--- src/cfmps_pkg.sv ---
// shared types, codes and helpers of the case-folded pattern scanner
package cfmps_pkg;

   // input actions carried in tuser
   localparam logic [1:0] ACTION_HDR  = 2'd0;
   localparam logic [1:0] ACTION_PAT  = 2'd1;
   localparam logic [1:0] ACTION_TEXT = 2'd2;
   localparam logic [1:0] ACTION_END  = 2'd3;

   // configuration register indexes
   localparam logic [0:0] CSR_FLOOR      = 1'd0;
   localparam logic [0:0] CSR_RULE_COUNT = 1'd1;

   // verdict codes
   localparam logic [1:0] VERDICT_ALLOW    = 2'd0;
   localparam logic [1:0] VERDICT_REFUSE   = 2'd1;
   localparam logic [1:0] VERDICT_FAILSAFE = 2'd2;

   // port widths
   localparam int REQ_TDATA_W = 48;
   localparam int REQ_TUSER_W = 3;
   localparam int RSP_TDATA_W = 24;
   localparam int CSR_DATA_W  = 6;

   // ascii folding constants
   localparam logic [7:0] UPPER_FIRST = 8'h41;
   localparam logic [7:0] UPPER_LAST  = 8'h5A;
   localparam logic [7:0] CASE_OFFSET = 8'd32;

   // payload fields of one request transfer
   typedef struct packed {
      logic [15:0] rule_class;
      logic [6:0]  pattern_length;
      logic [7:0]  data_byte;
      logic [5:0]  byte_pos;
      logic [4:0]  rule_index;
   } req_item_type;

   // controller states
   typedef enum logic [3:0] {
      ST_IDLE,
      ST_SEARCH_FIRST,
      ST_LOOKUP_FIRST,
      ST_COMMIT_FIRST,
      ST_SCAN,
      ST_DRAIN,
      ST_SEARCH_END,
      ST_LOOKUP_END,
      ST_RESULT
   } state_type;

   // controller to datapath commands
   typedef struct packed {
      logic accept;
      logic ptr_clear;
      logic ptr_step;
      logic scan_issue;
      logic class_capture;
      logic class_zero;
      logic first_commit;
      logic result_load;
      logic query_clear;
   } ctrl_cmd_type;

   // datapath to controller status
   typedef struct packed {
      logic active_zero;
      logic ptr_last;
      logic hit_at_ptr;
      logic pipe_busy;
      logic item_last;
      logic in_second;
      logic out_free;
   } dp_status_type;

   // fold ascii upper case to lower case
   function automatic logic [7:0] fold_byte(input logic [7:0] c);
      logic [7:0] r;
      r = c;
      if (c >= UPPER_FIRST && c <= UPPER_LAST) begin
         r = c + CASE_OFFSET;
      end
      return r;
   endfunction

endpackage

--- src/cfmps_ctrl.sv ---
// scanner controller: sequences writes, rule scans, class searches and results
module cfmps_ctrl (
   input  logic                     clock,
   input  logic                     reset,
   input  logic                     req_valid,
   input  logic [1:0]               req_action,
   input  logic                     req_second,
   input  logic                     req_last,
   input  cfmps_pkg::dp_status_type status,
   output cfmps_pkg::ctrl_cmd_type  cmd,
   output logic                     req_ready
);

   cfmps_pkg::state_type state_ff, state_in;
   logic                 switch_text;

   assign switch_text = req_second && !status.in_second;

   // next state
   always_comb begin
      state_in = state_ff;
      unique case (state_ff)
         cfmps_pkg::ST_IDLE: begin
            if (req_valid) begin
               unique case (req_action)
                  cfmps_pkg::ACTION_TEXT: begin
                     if (switch_text) begin
                        state_in = cfmps_pkg::ST_SEARCH_FIRST;
                     end else if (!status.active_zero) begin
                        state_in = cfmps_pkg::ST_SCAN;
                     end else if (req_last) begin
                        state_in = cfmps_pkg::ST_SEARCH_END;
                     end
                  end
                  cfmps_pkg::ACTION_END: state_in = cfmps_pkg::ST_SEARCH_END;
                  default: state_in = cfmps_pkg::ST_IDLE;
               endcase
            end
         end
         cfmps_pkg::ST_SEARCH_FIRST: begin
            priority if (status.hit_at_ptr) begin
               state_in = cfmps_pkg::ST_LOOKUP_FIRST;
            end else if (status.ptr_last) begin
               state_in = cfmps_pkg::ST_COMMIT_FIRST;
            end
         end
         cfmps_pkg::ST_LOOKUP_FIRST: state_in = cfmps_pkg::ST_COMMIT_FIRST;
         cfmps_pkg::ST_COMMIT_FIRST: begin
            priority if (!status.active_zero) begin
               state_in = cfmps_pkg::ST_SCAN;
            end else if (status.item_last) begin
               state_in = cfmps_pkg::ST_SEARCH_END;
            end else begin
               state_in = cfmps_pkg::ST_IDLE;
            end
         end
         cfmps_pkg::ST_SCAN: begin
            if (status.ptr_last) begin
               state_in = cfmps_pkg::ST_DRAIN;
            end
         end
         cfmps_pkg::ST_DRAIN: begin
            if (!status.pipe_busy) begin
               state_in = status.item_last ? cfmps_pkg::ST_SEARCH_END : cfmps_pkg::ST_IDLE;
            end
         end
         cfmps_pkg::ST_SEARCH_END: begin
            priority if (status.hit_at_ptr) begin
               state_in = cfmps_pkg::ST_LOOKUP_END;
            end else if (status.ptr_last) begin
               state_in = cfmps_pkg::ST_RESULT;
            end
         end
         cfmps_pkg::ST_LOOKUP_END: state_in = cfmps_pkg::ST_RESULT;
         cfmps_pkg::ST_RESULT: begin
            if (status.out_free) begin
               state_in = cfmps_pkg::ST_IDLE;
            end
         end
         default: state_in = cfmps_pkg::ST_IDLE;
      endcase
   end

   // command outputs
   always_comb begin
      cmd       = '0;
      req_ready = 1'b0;
      unique case (state_ff)
         cfmps_pkg::ST_IDLE: begin
            req_ready     = 1'b1;
            cmd.accept    = req_valid;
            cmd.ptr_clear = 1'b1;
         end
         cfmps_pkg::ST_SEARCH_FIRST, cfmps_pkg::ST_SEARCH_END: begin
            priority if (status.hit_at_ptr) begin
               cmd.ptr_step = 1'b0;
            end else if (status.ptr_last) begin
               cmd.class_zero = 1'b1;
            end else begin
               cmd.ptr_step = 1'b1;
            end
         end
         cfmps_pkg::ST_LOOKUP_FIRST, cfmps_pkg::ST_LOOKUP_END: begin
            cmd.class_capture = 1'b1;
         end
         cfmps_pkg::ST_COMMIT_FIRST: begin
            cmd.first_commit = 1'b1;
            cmd.ptr_clear    = 1'b1;
         end
         cfmps_pkg::ST_SCAN: begin
            cmd.scan_issue = 1'b1;
            cmd.ptr_step   = !status.ptr_last;
         end
         cfmps_pkg::ST_DRAIN: begin
            cmd.ptr_clear = 1'b1;
         end
         cfmps_pkg::ST_RESULT: begin
            cmd.result_load = status.out_free;
            cmd.query_clear = status.out_free;
         end
         default: ;
      endcase
   end

   // state register
   always_ff @(posedge clock) begin
      if (reset) begin
         state_ff <= cfmps_pkg::ST_IDLE;
      end else begin
         state_ff <= state_in;
      end
   end

endmodule

--- config.mk ---
export PLATFORM = sky130hd
export DESIGN_NAME = cfmps_ctrl
export DESIGN_NICKNAME = d
export VERILOG_FILES = /design/src/cfmps_pkg.sv /design/src/cfmps_ctrl.sv
export SDC_FILE = /design/constraint.sdc
export NUM_CORES = 1
export LEC_CHECK = 0
export BUFFER_PORTS_ARGS = -buffer_cell sky130_fd_sc_hd__buf_2
export CAP_MARGIN = 10
export CORE_MARGIN = 1
export CORE_UTILIZATION = 28
export DETAILED_ROUTE_END_ITERATION = 7
export GPL_ROUTABILITY_DRIVEN = 0
export HOLD_SLACK_MARGIN = 0.15
export PLACE_DENSITY = 0.56
export SYNTH_ARGS = -nofsm -noshare
export SYNTH_HDL_FRONTEND = slang
export SYNTH_SLANG_ARGS = --single-unit
--- constraint.sdc ---
create_clock -name clock -period 2.3 [get_ports clock]
set_clock_uncertainty 0.1 [all_clocks]
set_input_delay 0.23 -clock clock [delete_from_list [all_inputs] [get_ports clock]]
set_output_delay 0.23 -clock clock [all_outputs]
set_load 0.05 [all_outputs]
Yosys cells after proc, flatten, opt, wreduce, memory -nomap -nowiden
Cells that the tools add are included.
{ "totals": {"reg_bits": 4, "latch_bits": 0, "ram_bits": 0, "rom_bits": 0, "input_bits": 14, "output_inout_bits": 10, "word_cells": 54, "mem_count": 0} }
{ "classes": {"n_addsub": 0, "n_mul": 0, "div": 0, "magnitude_cmp": 0, "eq_ne": 17, "shift": 0, "muxes": 28, "bitwise": 0, "n_reduce_logical": 8} }
{ "ops": {"columns": ["operator", "count"], "rows": [
  ["two-way mux 4 bit", 11],
  ["one-hot mux 4 bit (9 select lines)", 1],
  ["equality test 4 x 3 -> 1 bit (second input constant)", 4],
  ["two-way mux 1 bit", 11],
  ["equality test 4 x 2 -> 1 bit (second input constant)", 2],
  ["!= test 2 bit (second input constant)", 4],
  ["one-hot mux 4 bit (2 select lines)", 1],
  ["AND reduction 7 bit", 1],
  ["two-way mux 3 bit", 2],
  ["!= test 3 bit (second input constant)", 2],
  ["!= test 5 bit (second input constant)", 1],
  ["equality test 2 bit (second input constant)", 2],
  ["equality test 4 x 1 -> 1 bit (second input constant)", 1],
  ["equality test 4 bit (second input constant)", 1],
  ["zero test 4 bit", 1],
  ["OR reduction 2 bit", 2],
  ["OR reduction 3 bit", 1],
  ["zero test 1 bit", 2],
  ["two-way mux 2 bit", 1],
  ["one-hot mux 1 bit (2 select lines)", 1],
  ["logical AND 1 bit", 1]
]} }

Longest topological paths before layout
{ "depth": {"depth_word": 6, "ltp_mapped": 7} }

Worst setup path before layout
Ideal clock, no wire load.
{ "synth_timing": {"path_type": "register -> output", "start": "register state_ff[0]", "end": "output cmd[3] (netlist name)", "arrival_ns": 2.537, "t_required_ns": 1.970, "path_slack_ns": -0.567, "stages_incl_launch_ff": 5, "path_cell_list": "dfxtp_1 buf_2 nor2b_1 mux2i_1 nor4b_1"} }
{ "synth_lines": {"columns": ["element", "line", "source"], "rows": [
  ["start, declared", "cfmps_ctrl.sv:14", "cfmps_pkg::state_type state_ff, state_in;"],
  ["start signal, assigned", "cfmps_ctrl.sv:128", "state_ff <= cfmps_pkg::ST_IDLE;"],
  ["start signal, assigned", "cfmps_ctrl.sv:130", "state_ff <= state_in;"],
  ["end, declared", "cfmps_ctrl.sv:10", "output cfmps_pkg::ctrl_cmd_type cmd,"]
]} }

==> flow_summary_export.csv <==
group,metric,value,unit
run_status,status,"finished clean",
power,pwr-share-comb,0.754,
grt,first_global_vias,498,
setup_path,r2r_slack,0.44,ns
synthesis,ys_types,32,
power,seq_power_share,0.170,
setup_path,start_kind,"flip-flop",
synthesis,yosysWarnings,0,
drt,via_per_inst,5.21,
setup_path,max_stage_delay,0.43,ns
cts,clk_latency,0.23,ns
synthesis,synthArstFlopShare,0,
setup_path,critPathLaunch,"state_ff[2]",
synthesis,ys_ff_latch,4,
drt,remaining_drc_errors,0,
power,p_switching,686,uW
synthesis,synth_most_common_cell,"nor2_1",
grt,grt_overflow,0,
drt,drt-wirelength-per-cell,11.6,um
sta,relSlewSlack,0.717,
power,switching_share,0.595,
synthesis,synth_area_leader_cell,"dfxtp_1",
hold_path,min-delay-start,"req_action[0]",
drt,vias,631,
sta,finalCriticalPeriod,2.07,ns
grt,use_met1,0.185,
place,portBuffers,23,
cells_and_area,top_register,"state_ff",
sta,final.period_utilization,0.899,
synthesis,ys_seq_area_frac,0.153,
sta,setup_violations,0,
sta,finalSetupTns,0,ns
cells_and_area,top_regs,"state_ff: 4 flops",
hold_path,hold_depth,3,
setup_path,worst_path_max_delay_cell,"dfxtp_1",
setup_path,crit_required,1.97,ns
sta,finalMaxSlewViolations,0,
cts,cts_tree,"built",
grt,antenna_found_initial,0,
drt,ant_nets,0,
die,rows,15,
synthesis,syn-cell-area,524,um^2
synthesis,syn-num-nets,86,
synthesis,synth_edf_count,0,
grt,grt-busiest-layer,"met2",
synthesis,synthXorXnorAreaFrac,0,
die,die_x,45.3,um
power,power-per-cell-area,1610,nW/um^2
sta,hold_viol_final,0,
power,peakVddDrop,0.000887,V
synthesis,synthTopCellsByArea,"dfxtp_1 15%, nor2_1 9.3%, nor4b_1 6.7%",
die,core_area,1750,um^2
cts,cts_buffer_depth,2,
flow_run,maxCapViolations,0,
synthesis,synthTopCellsByCount,"13 x nor2_1, 5 x nor2b_1",
grt,gr-usage-all-layers,0.146,
die,die_area,2050,um^2
setup_path,reg2reg_from,"state_ff[2]",
drt,routed_wirelength,1.41,mm
cells_and_area,largest_register_ffs,4,
setup_path,cp.buffers_inverters,2,
cells_and_area,multi_input_area,422,um^2
setup_path,cp_cell_sequence,"buf_4 > nor4_4 > and2_1 > buf_2",
cells_and_area,finish.utilization,0.410,
power,power,1150,uW
cells_and_area,seqCellArea,81.3,um^2
cts,clk_pin_slew,0.04,ns
die,start_util,0.300,
synthesis,synth_top_family_by_area,"simple AND/OR/NAND/NOR gates",
setup_path,r2r-end,"state_ff[3]",
grt,met3_usage,0.00400,
setup_path,crit_fanout,12,
synthesis,synth.top_cell.area_share,0.153,
synthesis,synth_compound_area_frac,0.246,
setup_path,reg2regPathDepth,5,
cells_and_area,antenna_cells,0,
sta,clock.fmax,484,MHz
synthesis,synth_cells,72,
grt,grt_pass1_wl,2.24,mm
setup_path,crit_family,"simple AND/OR/NAND/NOR gates",
cells_and_area,drive_above_1_share,0.375,
cells_and_area,stdcell_count,121,
power,power.leakage,0.000325,uW
grt,grt_max_degree,17,
setup_path,critPathArrivalTime,1.74,ns
die,ioPinCount,24,
drt,firstDrtPassIters,4,
cells_and_area,nNetsFinal,112,
place,dp_hpwl,1.14,mm
cts,cts_buffers,3,
place,dp.cells,117,
sta,worst_pin_slew,0.424,ns
synthesis,synth_fa_ha_area_frac,0,
grt,grt_util_met2,0.258,
hold_path,min_path_type,"input port to flip-flop",
setup_path,critical_path_class,"flip-flop to output pin",
synthesis,synthSimpleGateAreaFrac,0.484,
cts,root_buffer,"clkbuf_4",
cts,htree_num_levels,1,
drt,drt-initial-drc-count,11,
power,clkPwrFrac,0.076,
setup_path,crit_path_end_kind,"output pin",
synthesis,muxShareOfSynthArea,0.0382,
cells_and_area,area_delta_synth_final,36.5,%
sta,rsz0062_at_grt,"false",
hold_path,min_to,"state_ff[0]",
synthesis,synth_area_per_cell,7.28,um^2
die,die_h,45.3,um
cells_and_area,fill_cells,190,
power,p_int,468,uW
synthesis,ys_dominant_reg_cell,"dfxtp_1",
cts,clkSinkCount,4,
[final cells by class]
class,instances,share of cell area
Multi-Input combinational cell,59,0.589
Timing Repair Buffer,27,0.206
Sequential cell,4,0.114
Tap cell,25,0.0437
Clock buffer,3,0.0315
Inverter,3,0.0157
[logic make-up after synthesis]
family | count (synthesis)
buffers and inverters | 9
AO/OA/AOI/OAI | 15
multiplexers | 2
flip-flops | 4
AND/OR/NAND/NOR | 42
[per-stage QoR]
stage | hold slack [ns] | area [um^2] | setup WS [ns]
after detailed placement | 0.351 | 682 | 0.351
after global routing | 0.271 | 716 | 0.143
after CTS | 0.255 | 714 | 0.101
after floorplan | 0.202 | 543 | 0.106
after global placement | 0.346 | 682 | 0.387
final | 0.251 | 716 | 0.232
[worst min-delay path, stage by stage]
cell	delay (ns)
buf_2	0.11
o311a_1	0.17
nor3_1	0.04
[how the worst max path moves through the flow]
stage                         to  cells after the start  slack (ns)
final                     cmd[8]                      4        0.23
after global routing      cmd[8]                      4        0.14
after CTS                 cmd[6]                      4        0.10
after detailed placement  cmd[6]                      4        0.35
after global placement    cmd[6]                      4        0.39
after floorplan           cmd[3]                      4        0.11
[per-layer routing]
metal,routed length (um),vias to the layer above,share of wire
li1,-,314,-
met1,595,287,0.42
met2,714,30,0.51
met3,97,0,0.069
met4,0,0,0
met5,0,-,0
[placed cells by master, fill, tap and decap left out, types with 3 or more instances in the layout]
master	count
buf_2	23
nor2_1	13
nor2b_1	5
nand2_1	4
nor3_1	4
a21oi_1	4
inv_1	3
clkbuf_4	3
buf_4	3
dfxtp_1	3
[power by group through the flow]
stage	clock (uW)	combinational [uW]	sequential [uW]
final	87.7	870	197
after global routing	94.2	931	211
after CTS	88.5	877	196
after detailed placement	0	873	194
after global placement	0	863	189
after floorplan	0	756	134
[what timing repair did]
item,4_1_cts,5_1_grt
setup buffers,0,0
setup endpoints to repair,0,1
hold buffers,1,0
resized for setup,0,1
hold endpoints to repair,4,0
Note: power is estimated with default switching activity, not from simulation.
